**src/design/lcg48_random_generator_defines.svh**
```systemverilog
// Assertion macros shared by the generator modules.
`ifndef LCG48_RANDOM_GENERATOR_DEFINES_SVH
`define LCG48_RANDOM_GENERATOR_DEFINES_SVH

`ifndef NO_ASSERTIONS
`define LCG48_ASSERT_IMPLIES(label, clk, rst, ante, cons) \
   label: assert property (@(posedge clk) disable iff (rst) (ante) |-> (cons)) \
      else $error("Same-cycle check failed.");
`define LCG48_ASSERT_NEXT(label, clk, rst, ante, cons) \
   label: assert property (@(posedge clk) disable iff (rst) (ante) |=> (cons)) \
      else $error("Next-cycle check failed.");
`else
`define LCG48_ASSERT_IMPLIES(label, clk, rst, ante, cons)
`define LCG48_ASSERT_NEXT(label, clk, rst, ante, cons)
`endif

`endif

```
**src/design/lcg48_pkg.sv**
```systemverilog
package lcg48_pkg;

   localparam int STATE_W = 48;
   localparam int INT_BITS = 31;
   localparam int VALUE_W = 53;
   localparam int COUNT_W = 6;
   localparam int MULT_W = 35;

   localparam logic [MULT_W-1:0] LCG_MULT = 35'h5DEECE66D;
   localparam logic [STATE_W-1:0] LCG_ADD = 48'hB;

   typedef enum logic [1:0] {
      CMD_RESEED      = 2'd0,
      CMD_NEXT_BITS   = 2'd1,
      CMD_BOUNDED_INT = 2'd2,
      CMD_DOUBLE      = 2'd3
   } cmd_type;

   typedef struct packed {
      logic busy;
      logic done;
   } div_status_type;

endpackage

```
**src/design/lcg48_channels.sv**
```systemverilog
interface lcg48_req_if;
   import lcg48_pkg::*;

   logic                valid;
   logic                ready;
   cmd_type             cmd;
   logic [STATE_W-1:0]  seed_value;
   logic [COUNT_W-1:0]  bit_count;
   logic [INT_BITS-1:0] bound;

   modport source (output valid, output cmd, output seed_value, output bit_count,
                   output bound, input ready);
   modport sink (input valid, input cmd, input seed_value, input bit_count,
                 input bound, output ready);
endinterface

interface lcg48_rsp_if;
   import lcg48_pkg::*;

   logic               valid;
   logic               ready;
   logic [VALUE_W-1:0] value;

   modport source (output valid, output value, input ready);
   modport sink (input valid, input value, output ready);
endinterface

```
**src/design/lcg48_mod_unit.sv**
```systemverilog
`include "lcg48_random_generator_defines.svh"

module lcg48_mod_unit (
   input  logic                          clock,
   input  logic                          reset,
   input  logic                          start,
   input  logic [lcg48_pkg::INT_BITS-1:0] dividend,
   input  logic [lcg48_pkg::INT_BITS-1:0] divisor,
   output lcg48_pkg::div_status_type     status,
   output logic [lcg48_pkg::INT_BITS-1:0] remainder
);
   import lcg48_pkg::*;

   localparam int CNT_W = $clog2(INT_BITS + 1);

   logic                busy_ff, busy_in;
   logic                done_ff, done_in;
   logic [CNT_W-1:0]    cnt_ff, cnt_in;
   logic [INT_BITS-1:0] rem_ff, rem_in;
   logic [INT_BITS-1:0] dvd_ff, dvd_in;
   logic [INT_BITS-1:0] div_ff, div_in;
   logic [INT_BITS:0]   rem_shift;
   logic [INT_BITS+1:0] diff;

   assign rem_shift = {rem_ff, dvd_ff[INT_BITS-1]};
   assign diff = {1'b0, rem_shift} - {2'b00, div_ff};

   always_comb begin
      busy_in = busy_ff;
      done_in = 1'b0;
      cnt_in = cnt_ff;
      rem_in = rem_ff;
      dvd_in = dvd_ff;
      div_in = div_ff;
      if (start) begin
         busy_in = 1'b1;
         cnt_in = CNT_W'(INT_BITS);
         rem_in = '0;
         dvd_in = dividend;
         div_in = divisor;
      end else if (busy_ff) begin
         dvd_in = {dvd_ff[INT_BITS-2:0], 1'b0};
         rem_in = diff[INT_BITS+1] ? rem_shift[INT_BITS-1:0] : diff[INT_BITS-1:0];
         cnt_in = cnt_ff - CNT_W'(1);
         if (cnt_ff == CNT_W'(1)) begin
            busy_in = 1'b0;
            done_in = 1'b1;
         end
      end
   end

   always_ff @(posedge clock) begin
      if (reset) begin
         busy_ff <= 1'b0;
         done_ff <= 1'b0;
         cnt_ff <= '0;
      end else begin
         busy_ff <= busy_in;
         done_ff <= done_in;
         cnt_ff <= cnt_in;
      end
      rem_ff <= rem_in;
      dvd_ff <= dvd_in;
      div_ff <= div_in;
   end

   assign status.busy = busy_ff;
   assign status.done = done_ff;
   assign remainder = rem_ff;

   `LCG48_ASSERT_IMPLIES(a_done_rem_below, clock, reset, done_ff, rem_ff < div_ff)
   `LCG48_ASSERT_NEXT(a_start_busy, clock, reset, start, busy_ff && cnt_ff == CNT_W'(INT_BITS))
   `LCG48_ASSERT_IMPLIES(a_busy_count, clock, reset, busy_ff, cnt_ff != '0 && !done_ff)

endmodule

```
**src/design/lcg48_random_generator.sv**
```systemverilog
// Reseed loads the scrambled seed; next bits takes one generator step, double two,
// a power-of-two bound one step and a scale multiply, other bounds one step and one
// remainder per candidate. A generator step runs MUL_LO, MUL_HI and STEP on the shared
// 32x35 multiplier; the 31-step remainder unit runs for each bounded-int candidate.
// Input ready is high only while idle, so each request finishes before the next is accepted.
// Synchronous reset loads the state with the scrambled seed zero.
`include "lcg48_random_generator_defines.svh"

module lcg48_random_generator (
   input  logic        clock,
   input  logic        reset,
   lcg48_req_if.sink   req_if,
   lcg48_rsp_if.source rsp_if
);
   import lcg48_pkg::*;

   localparam int MUL_A_W = 32;
   localparam int PROD_W = MUL_A_W + MULT_W;
   localparam int HALF_W = STATE_W / 2;

   typedef enum logic [8:0] {
      ST_IDLE      = 9'b000000001,
      ST_MUL_LO    = 9'b000000010,
      ST_MUL_HI    = 9'b000000100,
      ST_STEP      = 9'b000001000,
      ST_PICK      = 9'b000010000,
      ST_DIVIDE    = 9'b000100000,
      ST_SCALE     = 9'b001000000,
      ST_SCALE_OUT = 9'b010000000,
      ST_DONE      = 9'b100000000
   } fsm_type;

   fsm_type fsm_ff, fsm_in;
   logic [STATE_W-1:0]  lcg_state_ff, lcg_state_in;
   logic [STATE_W-1:0]  acc_ff;
   logic [PROD_W-1:0]   prod_ff, prod_in;
   cmd_type             cmd_ff, cmd_in;
   logic [COUNT_W-1:0]  bit_count_ff, bit_count_in;
   logic [INT_BITS-1:0] bound_ff, bound_in;
   logic [INT_BITS-1:0] r_ff, r_in;
   logic [25:0]         hi_ff, hi_in;
   logic                phase_ff, phase_in;
   logic [VALUE_W-1:0]  res_ff, res_in;
   logic                rsp_valid_ff, rsp_valid_in;
   logic [VALUE_W-1:0]  value_ff, value_in;

   logic [MUL_A_W-1:0]  mul_a;
   logic [MULT_W-1:0]   mul_b;
   logic                req_accept;
   logic                slot_free;
   logic                bound_pow2;
   logic [COUNT_W-1:0]  eff_bits;
   logic [COUNT_W-1:0]  shamt;
   logic [31:0]         top_bits;
   logic [31:0]         t_check;
   logic                reject;
   logic                div_start;
   div_status_type      div_status;
   logic [INT_BITS-1:0] div_rem;

   assign req_accept = req_if.valid && req_if.ready;
   assign req_if.ready = (fsm_ff == ST_IDLE);
   assign slot_free = !rsp_valid_ff || rsp_if.ready;

   always_comb begin
      unique case (fsm_ff)
         ST_MUL_HI: begin
            mul_a = MUL_A_W'(lcg_state_ff[STATE_W-1:HALF_W]);
            mul_b = LCG_MULT;
         end
         ST_SCALE: begin
            mul_a = MUL_A_W'(bound_ff);
            mul_b = MULT_W'(r_ff);
         end
         default: begin
            mul_a = MUL_A_W'(lcg_state_ff[HALF_W-1:0]);
            mul_b = LCG_MULT;
         end
      endcase
   end

   assign prod_in = PROD_W'(mul_a) * PROD_W'(mul_b);

   assign bound_pow2 = (bound_ff & (~bound_ff + INT_BITS'(1))) == bound_ff;
   assign eff_bits = (bit_count_ff > COUNT_W'(32)) ? COUNT_W'(32) : bit_count_ff;
   assign shamt = COUNT_W'(32) - eff_bits;
   assign top_bits = lcg_state_ff[STATE_W-1:STATE_W-32] >> shamt;
   assign t_check = {1'b0, r_ff} - {1'b0, div_rem} + {1'b0, bound_ff} - 32'd1;
   assign reject = t_check[31];
   assign div_start = (fsm_ff == ST_PICK) && (cmd_ff == CMD_BOUNDED_INT) && !bound_pow2;

   lcg48_mod_unit u_mod (
      .clock     (clock),
      .reset     (reset),
      .start     (div_start),
      .dividend  (lcg_state_ff[STATE_W-1:STATE_W-INT_BITS]),
      .divisor   (bound_ff),
      .status    (div_status),
      .remainder (div_rem)
   );

   always_comb begin
      fsm_in = fsm_ff;
      lcg_state_in = lcg_state_ff;
      cmd_in = cmd_ff;
      bit_count_in = bit_count_ff;
      bound_in = bound_ff;
      r_in = r_ff;
      hi_in = hi_ff;
      phase_in = phase_ff;
      res_in = res_ff;
      unique case (fsm_ff)
         ST_IDLE: begin
            if (req_accept) begin
               cmd_in = req_if.cmd;
               bit_count_in = req_if.bit_count;
               bound_in = req_if.bound;
               phase_in = 1'b0;
               if (req_if.cmd == CMD_RESEED) begin
                  lcg_state_in = req_if.seed_value ^ STATE_W'(LCG_MULT);
                  res_in = '0;
                  fsm_in = ST_DONE;
               end else begin
                  fsm_in = ST_MUL_LO;
               end
            end
         end
         ST_MUL_LO: fsm_in = ST_MUL_HI;
         ST_MUL_HI: fsm_in = ST_STEP;
         ST_STEP: begin
            lcg_state_in = acc_ff + {prod_ff[HALF_W-1:0], {HALF_W{1'b0}}};
            fsm_in = ST_PICK;
         end
         ST_PICK: begin
            r_in = lcg_state_ff[STATE_W-1:STATE_W-INT_BITS];
            case (cmd_ff)
               CMD_NEXT_BITS: begin
                  res_in = (bit_count_ff == '0) ? '0 : VALUE_W'(top_bits);
                  fsm_in = ST_DONE;
               end
               CMD_BOUNDED_INT: fsm_in = bound_pow2 ? ST_SCALE : ST_DIVIDE;
               default: begin
                  if (!phase_ff) begin
                     hi_in = lcg_state_ff[STATE_W-1:STATE_W-26];
                     phase_in = 1'b1;
                     fsm_in = ST_MUL_LO;
                  end else begin
                     res_in = {hi_ff, lcg_state_ff[STATE_W-1:STATE_W-27]};
                     fsm_in = ST_DONE;
                  end
               end
            endcase
         end
         ST_DIVIDE: begin
            if (div_status.done) begin
               if (reject) begin
                  fsm_in = ST_MUL_LO;
               end else begin
                  res_in = VALUE_W'(div_rem);
                  fsm_in = ST_DONE;
               end
            end
         end
         ST_SCALE: fsm_in = ST_SCALE_OUT;
         ST_SCALE_OUT: begin
            res_in = VALUE_W'(prod_ff[2*INT_BITS-1:INT_BITS]);
            fsm_in = ST_DONE;
         end
         ST_DONE: begin
            if (slot_free) begin
               fsm_in = ST_IDLE;
            end
         end
         default: fsm_in = ST_IDLE;
      endcase
   end

   always_comb begin
      rsp_valid_in = rsp_valid_ff && !rsp_if.ready;
      value_in = value_ff;
      if (fsm_ff == ST_DONE && slot_free) begin
         rsp_valid_in = 1'b1;
         value_in = res_ff;
      end
   end

   always_ff @(posedge clock) begin
      if (reset) begin
         fsm_ff <= ST_IDLE;
         lcg_state_ff <= STATE_W'(LCG_MULT);
         phase_ff <= 1'b0;
         rsp_valid_ff <= 1'b0;
      end else begin
         fsm_ff <= fsm_in;
         lcg_state_ff <= lcg_state_in;
         phase_ff <= phase_in;
         rsp_valid_ff <= rsp_valid_in;
      end
      acc_ff <= prod_ff[STATE_W-1:0] + LCG_ADD;
      prod_ff <= prod_in;
      cmd_ff <= cmd_in;
      bit_count_ff <= bit_count_in;
      bound_ff <= bound_in;
      r_ff <= r_in;
      hi_ff <= hi_in;
      res_ff <= res_in;
      value_ff <= value_in;
   end

   assign rsp_if.valid = rsp_valid_ff;
   assign rsp_if.value = value_ff;

   `LCG48_ASSERT_NEXT(a_reseed_load, clock, reset,
      req_accept && req_if.cmd == CMD_RESEED,
      lcg_state_ff == $past(req_if.seed_value ^ STATE_W'(LCG_MULT)))
   `LCG48_ASSERT_IMPLIES(a_accept_rem_below, clock, reset,
      fsm_ff == ST_DIVIDE && div_status.done && !reject, div_rem < bound_ff)
   `LCG48_ASSERT_IMPLIES(a_div_start_bound, clock, reset,
      div_start, bound_ff != '0 && !div_status.busy)

endmodule
```
**src/flat_wrapper.sv**
```systemverilog
// flat-port wrapper written by rule: the top's interface ports become plain ports
module lcg48_random_generator_flat import lcg48_pkg::*;
  (clock, reset, req_if_valid, req_if_cmd, req_if_seed_value, req_if_bit_count, req_if_bound, req_if_ready, rsp_if_valid, rsp_if_value, rsp_if_ready);
  lcg48_req_if req_if_i ();
  lcg48_rsp_if rsp_if_i ();
  input  logic clock;
  input  logic reset;
  input wire logic [$bits(req_if_i.valid)-1:0] req_if_valid;
  input wire logic [$bits(req_if_i.cmd)-1:0] req_if_cmd;
  input wire logic [$bits(req_if_i.seed_value)-1:0] req_if_seed_value;
  input wire logic [$bits(req_if_i.bit_count)-1:0] req_if_bit_count;
  input wire logic [$bits(req_if_i.bound)-1:0] req_if_bound;
  output wire logic [$bits(req_if_i.ready)-1:0] req_if_ready;
  output wire logic [$bits(rsp_if_i.valid)-1:0] rsp_if_valid;
  output wire logic [$bits(rsp_if_i.value)-1:0] rsp_if_value;
  input wire logic [$bits(rsp_if_i.ready)-1:0] rsp_if_ready;
  assign req_if_i.valid = req_if_valid;
  assign req_if_i.cmd = req_if_cmd;
  assign req_if_i.seed_value = req_if_seed_value;
  assign req_if_i.bit_count = req_if_bit_count;
  assign req_if_i.bound = req_if_bound;
  assign req_if_ready = req_if_i.ready;
  assign rsp_if_valid = rsp_if_i.valid;
  assign rsp_if_value = rsp_if_i.value;
  assign rsp_if_i.ready = rsp_if_ready;
  lcg48_random_generator u_core (.clock(clock), .reset(reset), .req_if(req_if_i), .rsp_if(rsp_if_i));
endmodule
```
**config.mk**
```make
export PLATFORM = sky130hd
export DESIGN_NAME = lcg48_random_generator_flat
export DESIGN_NICKNAME = d
export VERILOG_FILES = /design/src/design/lcg48_pkg.sv /design/src/design/lcg48_channels.sv /design/src/design/lcg48_mod_unit.sv /design/src/design/lcg48_random_generator.sv /design/src/flat_wrapper.sv
export VERILOG_INCLUDE_DIRS = /design/src /design/src/design
export SDC_FILE = /design/constraint.sdc
export NUM_CORES = 2
export LEC_CHECK = 0
export BUFFER_PORTS_ARGS = -buffer_cell sky130_fd_sc_hd__buf_4
export CAP_MARGIN = 15
export CORE_MARGIN = 3
export CORE_UTILIZATION = 40
export CTS_BUF_LIST = sky130_fd_sc_hd__clkbuf_4 sky130_fd_sc_hd__clkbuf_8
export DETAILED_ROUTE_END_ITERATION = 8
export RECOVER_POWER = 25
export SYNTH_ARGS = -nofsm -noshare
export SYNTH_HDL_FRONTEND = slang
export SYNTH_SLANG_ARGS = --single-unit
```
**constraint.sdc**
```tcl
create_clock -name clock -period 22.3 [get_ports clock]
set_clock_uncertainty 0.15 [all_clocks]
set_input_delay 4.46 -clock clock [delete_from_list [all_inputs] [get_ports clock]]
set_output_delay 4.46 -clock clock [all_outputs]
set_load 0.01 [all_outputs]
```
Yosys cells after proc, flatten, opt, wreduce, memory -nomap -nowiden
Cells that the tools add are included.

word-level totals
  output and inout port bits = 55
  register bits = 471

cells by class
  mux-type cells = 36
  add/sub/neg operators = 9
  multipliers = 1
  order comparisons = 1
  reduce and logical (&&, ||, !) cells = 23
  bitwise operators = 6
  eq/ne operators = 21
  shift operators = 1

operators with widths
  operator                 number
  $mux W53                 5
  $pmux W53 S4             1
  $pmux W53 S2             1
  $mux W48                 2
  $pmux W48 S2             1
  $mux W31                 3
  $pmux W9 S9              1
  $mul A31 B35 Y62         1
  $pmux W31 S2             1
  $mux W9                  6
  $add A48 B4 Y48 const B  1
  $add A48 B48 Y48         1
  $mux W35                 1
  $sub A32 B31 Y33         1
  $add A32 B31 Y32         1
  $mux W32                 1
  $shr A32 B6 Y32          1
  $sub A31 B31 Y32         1
  $sub A32 B1 Y32 const B  1
  $add A31 B1 Y31 const B  1
  $and A31 B31 Y31         1
  $eq A31 B31 Y1           1
  $not A31 Y31             1
  $not A23 Y23             1
  other kinds (37)         62

Longest topological paths before layout
  word-level depth = 7
  mapped depth = 37
  depth with buffers taken out = 35

Hierarchy
From an unflattened synthesis, not the netlist that was laid out.

unflattened totals
  cell total of the unflattened synthesis = 5861
  area total of the unflattened synthesis = 55778.5 µm²

by module, submodules not included
  module                  cells an instance  area an instance (µm²)  times used
  lcg48_random_generator  5297               49984.2                 1
  lcg48_mod_unit          564                5794.3                  1

Worst setup path before layout
No wires, ideal clock.

  path kind = input to register
  start = input req_if_cmd[1]
  end = register u_core.res_ff[0], enable pin
  setup time = 0.747 ns
  buffers on the path = 0
  arrival time = 13.056 ns
  cell stages on the path = 3
  required time = 21.403 ns
  path slack = 8.347 ns
  cell sequence = nor2_1 > nand2_1 > a2111oi_0

between the ends
  word-level cells in the longest chain between the ends = 3

RTL lines
  what                         line                           RTL
  start: declaration           flat_wrapper.sv:9              input wire logic [$bits(req_if_i.cmd)-1:0] req_if_cmd;
  $logic_not A2 Y1             lcg48_random_generator.sv:119  if (req_if.cmd == CMD_RESEED) begin
  $ne A2 B2 Y1 (no line)       --
  $reduce_and A7 Y1 (no line)  --
  end signal: assignment       lcg48_random_generator.sv:206  res_ff <= res_in;
  end: declaration             lcg48_random_generator.sv:43   logic [VALUE_W-1:0] res_ff, res_in;

No other way between the ends.
A chain may end at the register's enable or synchronous reset.

Final worst setup path
  start = register u_core.fsm_ff[1]
  end = register u_core.prod_ff[61]

between the ends
  word-level cells in the longest chain between the ends = 3

RTL lines
  what                                          line                           RTL
  start: declaration                            lcg48_random_generator.sv:33   fsm_type fsm_ff, fsm_in;
  start signal: assignment                      lcg48_random_generator.sv:194  fsm_ff <= fsm_in;
  $eq A9 B7 Y1 or $eq A9 B3 Y1 (tied branches)  lcg48_random_generator.sv:66   unique case (fsm_ff)
  $pmux W31 S2 or $mux W35 (tied branches)      lcg48_random_generator.sv:66
  $mul A31 B35 Y62 *                            lcg48_random_generator.sv:82   assign prod_in = PROD_W'(mul_a) * PROD_W'(mul_b);
  named net u_core.prod_in[61]                  lcg48_random_generator.sv:36   logic [PROD_W-1:0] prod_ff, prod_in;
  end signal: assignment                        lcg48_random_generator.sv:200  prod_ff <= prod_in;
  end: declaration                              lcg48_random_generator.sv:36

The timed path passes the listed nets; every way through them passes the cells marked *.

==> out/metrics.cfg <==
[yosys]
synth.avg_cell_area_um2 = 9.55
yosys_warnings = 0
ys_types = 97
seq_area_frac_synth_pct = 22.0
synth_edf_count = 264
synth_area_mm2 = 0.0550
synth_ff_type = edfxtp_1
async_flop_share_pct = 0
synth_cells = 5759
synth-seq-cells = 471

[timing]
setup_violations = 0
whs_ns = 0.256
fmaxAchievable_ghz = 0.0930
rsz0062_at_grt = no
fin_crit_sh_pct = 48.2
fin_ws_ns = 11.54
slew_headroom_pct = -26.1
hold_viol_final = 0
maxSlewViolCount = 63
period_minus_slack_ns = 10.76
tightestPinTransition_ns = 1.88
tns_ns = 0

[placed_design]
placed_cell_area_mm2 = 0.0585
dpl.hpwl_um = 153000
dp_slack_ns = 11.78
gp_congestion = 0.964
io_buffers = 145

[die]
die_h_um = 377
core_area_mm2 = 0.136
num_rows = 135
initial_utilization_pct = 40.4
die_w_um = 377
dieArea_mm2 = 0.142
ios = 146

[global_route]
grt_overflow_total = 0
grt_pass1_wl_um = 291000
antenna_found_initial = 13
first_global_vias = 44870
grt_max_degree = 73
grt_usage_pct = 27.6

[clock_tree]
clk_latency_ns = 0.72
cts-root-buf = clkbuf_8
cts_tree = yes
cts_sinks = 471
cts_hold_buf = 0
post_cts_resized = 0
cts_setup_buffers = 0
cts_max_level = 3
cts_made_buffers = 84
clkTransAtPathRegs_ns = 0.06
cts_buffer_depth = 3

[run]
drv_cap = 2

[run_status]
violations = design-rule violations, max-capacitance violations, max-slew violations
status = finished, violations left

[critical_path]
arrival_ns = 11.17
r2r_start = u_core.fsm_ff[1]
end_kind = flip-flop
critPathLaunchType = flip-flop
crit_buf_inv = 8
slowest_delay_ns = 0.55
crit_path_max_fanout = 42
crit_required_ns = 22.71
crit_family = adder cells
crit_type = flip-flop to flip-flop
crit_top_cell = fa_1
crit_path_top_delay_cell = fa_1
crit_start = u_core.fsm_ff[1]

[detailed_routing]
wirelength_um = 195000
remaining_drc_errors = 3
ant_nets = 0
drt_iter0_drc = 4394
wire_per_inst_um = 25.3
num_vias = 43126
via_per_inst = 5.58
dr.pass1.iters = 9

[finish]
layout_common_cells = inv_1 (1058), fa_1 (953), nand2_1 (652)
syn_to_final_growth_pct = 9.41
post-route-cell-area_mm2 = 0.0602
layout_commonest_cell = inv_1
drive_above_1_share_pct = 8.57
fin_nets = 7245
fill_cells = 13141

[worst_hold_path]
hp-start = u_core.res_ff[30]
hold_class = flip-flop to flip-flop

==> through the flow <==
| step | util (%) | cells |
|---|---|---|
| final | 44.2 | 7723 |
| after global routing | 44.2 | 7720 |
| after CTS | 44.3 | 7718 |
| after detailed placement | 43.0 | 7565 |
| after global placement | 43.0 | 7564 |
| after floorplan | - | 5771 |
==> sequential cells by signal (all words and copies together) (netlist names) <==
| signal | cells |
|---|---|
| u_core.cmd_ff | 2 |
| u_core.rsp_if.valid | 1 |
| u_core.hi_ff | 26 |
| u_core.bit_count_ff | 6 |
| u_core.rsp_if.value | 53 |
| u_core.u_mod.busy_ff | 1 |
| u_core.bound_ff | 31 |
| u_core.r_ff | 31 |
| u_core.res_ff | 53 |
| u_core.u_mod.dvd_ff | 31 |
| u_core.u_mod.div_ff | 31 |
| u_core.lcg_state_ff | 48 |
| u_core.fsm_ff | 9 |
| u_core.acc_ff | 48 |
| u_core.phase_ff | 1 |
| u_core.prod_ff | 62 |
| u_core.u_mod.cnt_ff | 5 |
| u_core.u_mod.remainder | 31 |
| u_core.u_mod.done_ff | 1 |
==> worst paths after layout <==
path / end / slack (ns) / cells past startpoint
setup / recovery: u_core.prod_ff[61] / 11.54 / 35
hold / removal: u_core.rsp_if.value[30] / 0.26 / 0
setup reg to reg: u_core.prod_ff[61] / 11.54 / 35
hold reg to reg: u_core.rsp_if.value[30] / 0.26 / 0
==> per-layer routing <==
layer,vias to the layer above,GRT usage (%),part of all wire [%]
met5,-,0,0
met4,0,13.1,5.6
met3,483,4.76,9.1
met2,2121,42.7,44
met1,22052,37.6,41
li1,18470,-,-
==> cells by family after synthesis <==
| family | after synthesis | share of synthesized area (%) |
|---|---|---|
| simple gates | 1713 | 13.4 |
| buf+inv | 1319 | 9.08 |
| fa+ha+maj | 1284 | 42.2 |
| compound gates | 694 | 8.58 |
| flops | 471 | 22.0 |
| xor+xnor | 153 | 2.44 |
| mux | 123 | 2.35 |
| other cells | 2 | 0.0137 |
==> cell usage after synthesis, types with 10 or more instances <==
cell | number | area, um^2
nand4_1 | 22 | 138
and2_1 | 56 | 350
clkbuf_1 | 216 | 811
and3_1 | 17 | 106
a21oi_1 | 187 | 936
ha_1 | 330 | 4130
dfxtp_1 | 207 | 4140
nor2_1 | 657 | 2470
a211o_1 | 24 | 210
a222oi_1 | 31 | 310
nand2_1 | 654 | 2450
xor2_1 | 43 | 377
a31oi_1 | 27 | 169
buf_2 | 17 | 85.1
o21ai_0 | 150 | 751
a221o_1 | 16 | 160
nor4_1 | 10 | 62.6
mux2i_1 | 93 | 931
xnor2_1 | 110 | 963
inv_1 | 1057 | 3970
fa_1 | 953 | 19100
nand2b_1 | 34 | 213
a211oi_1 | 58 | 435
o21a_1 | 20 | 150
buf_1 | 19 | 71.3
nand3_1 | 73 | 365
edfxtp_1 | 264 | 7930
o21bai_1 | 10 | 75.1
a21o_1 | 54 | 405
nor3_1 | 101 | 505
mux2_2 | 26 | 293
or2_2 | 18 | 113
nor2b_1 | 20 | 125
==> layout make-up <==
| cell class | instances | area (um^2) | share of cell area (%) |
|---|---|---|---|
| Tap cell | 1781 | 2230 | 3.70 |
| Antenna cell | 4 | 10.0 | 0.0166 |
| Clock inverter | 29 | 216 | 0.360 |
| Sequential cell | 471 | 12100 | 20.1 |
| Timing Repair Buffer | 271 | 1960 | 3.26 |
| Multi-Input combinational cell | 3981 | 38200 | 63.4 |
| Inverter | 1062 | 3990 | 6.63 |
| Clock buffer | 124 | 1530 | 2.55 |
Power is left out: the tool's default activity adds up to more than one toggle a clock period on the data nets, which glitch-free logic cannot reach.
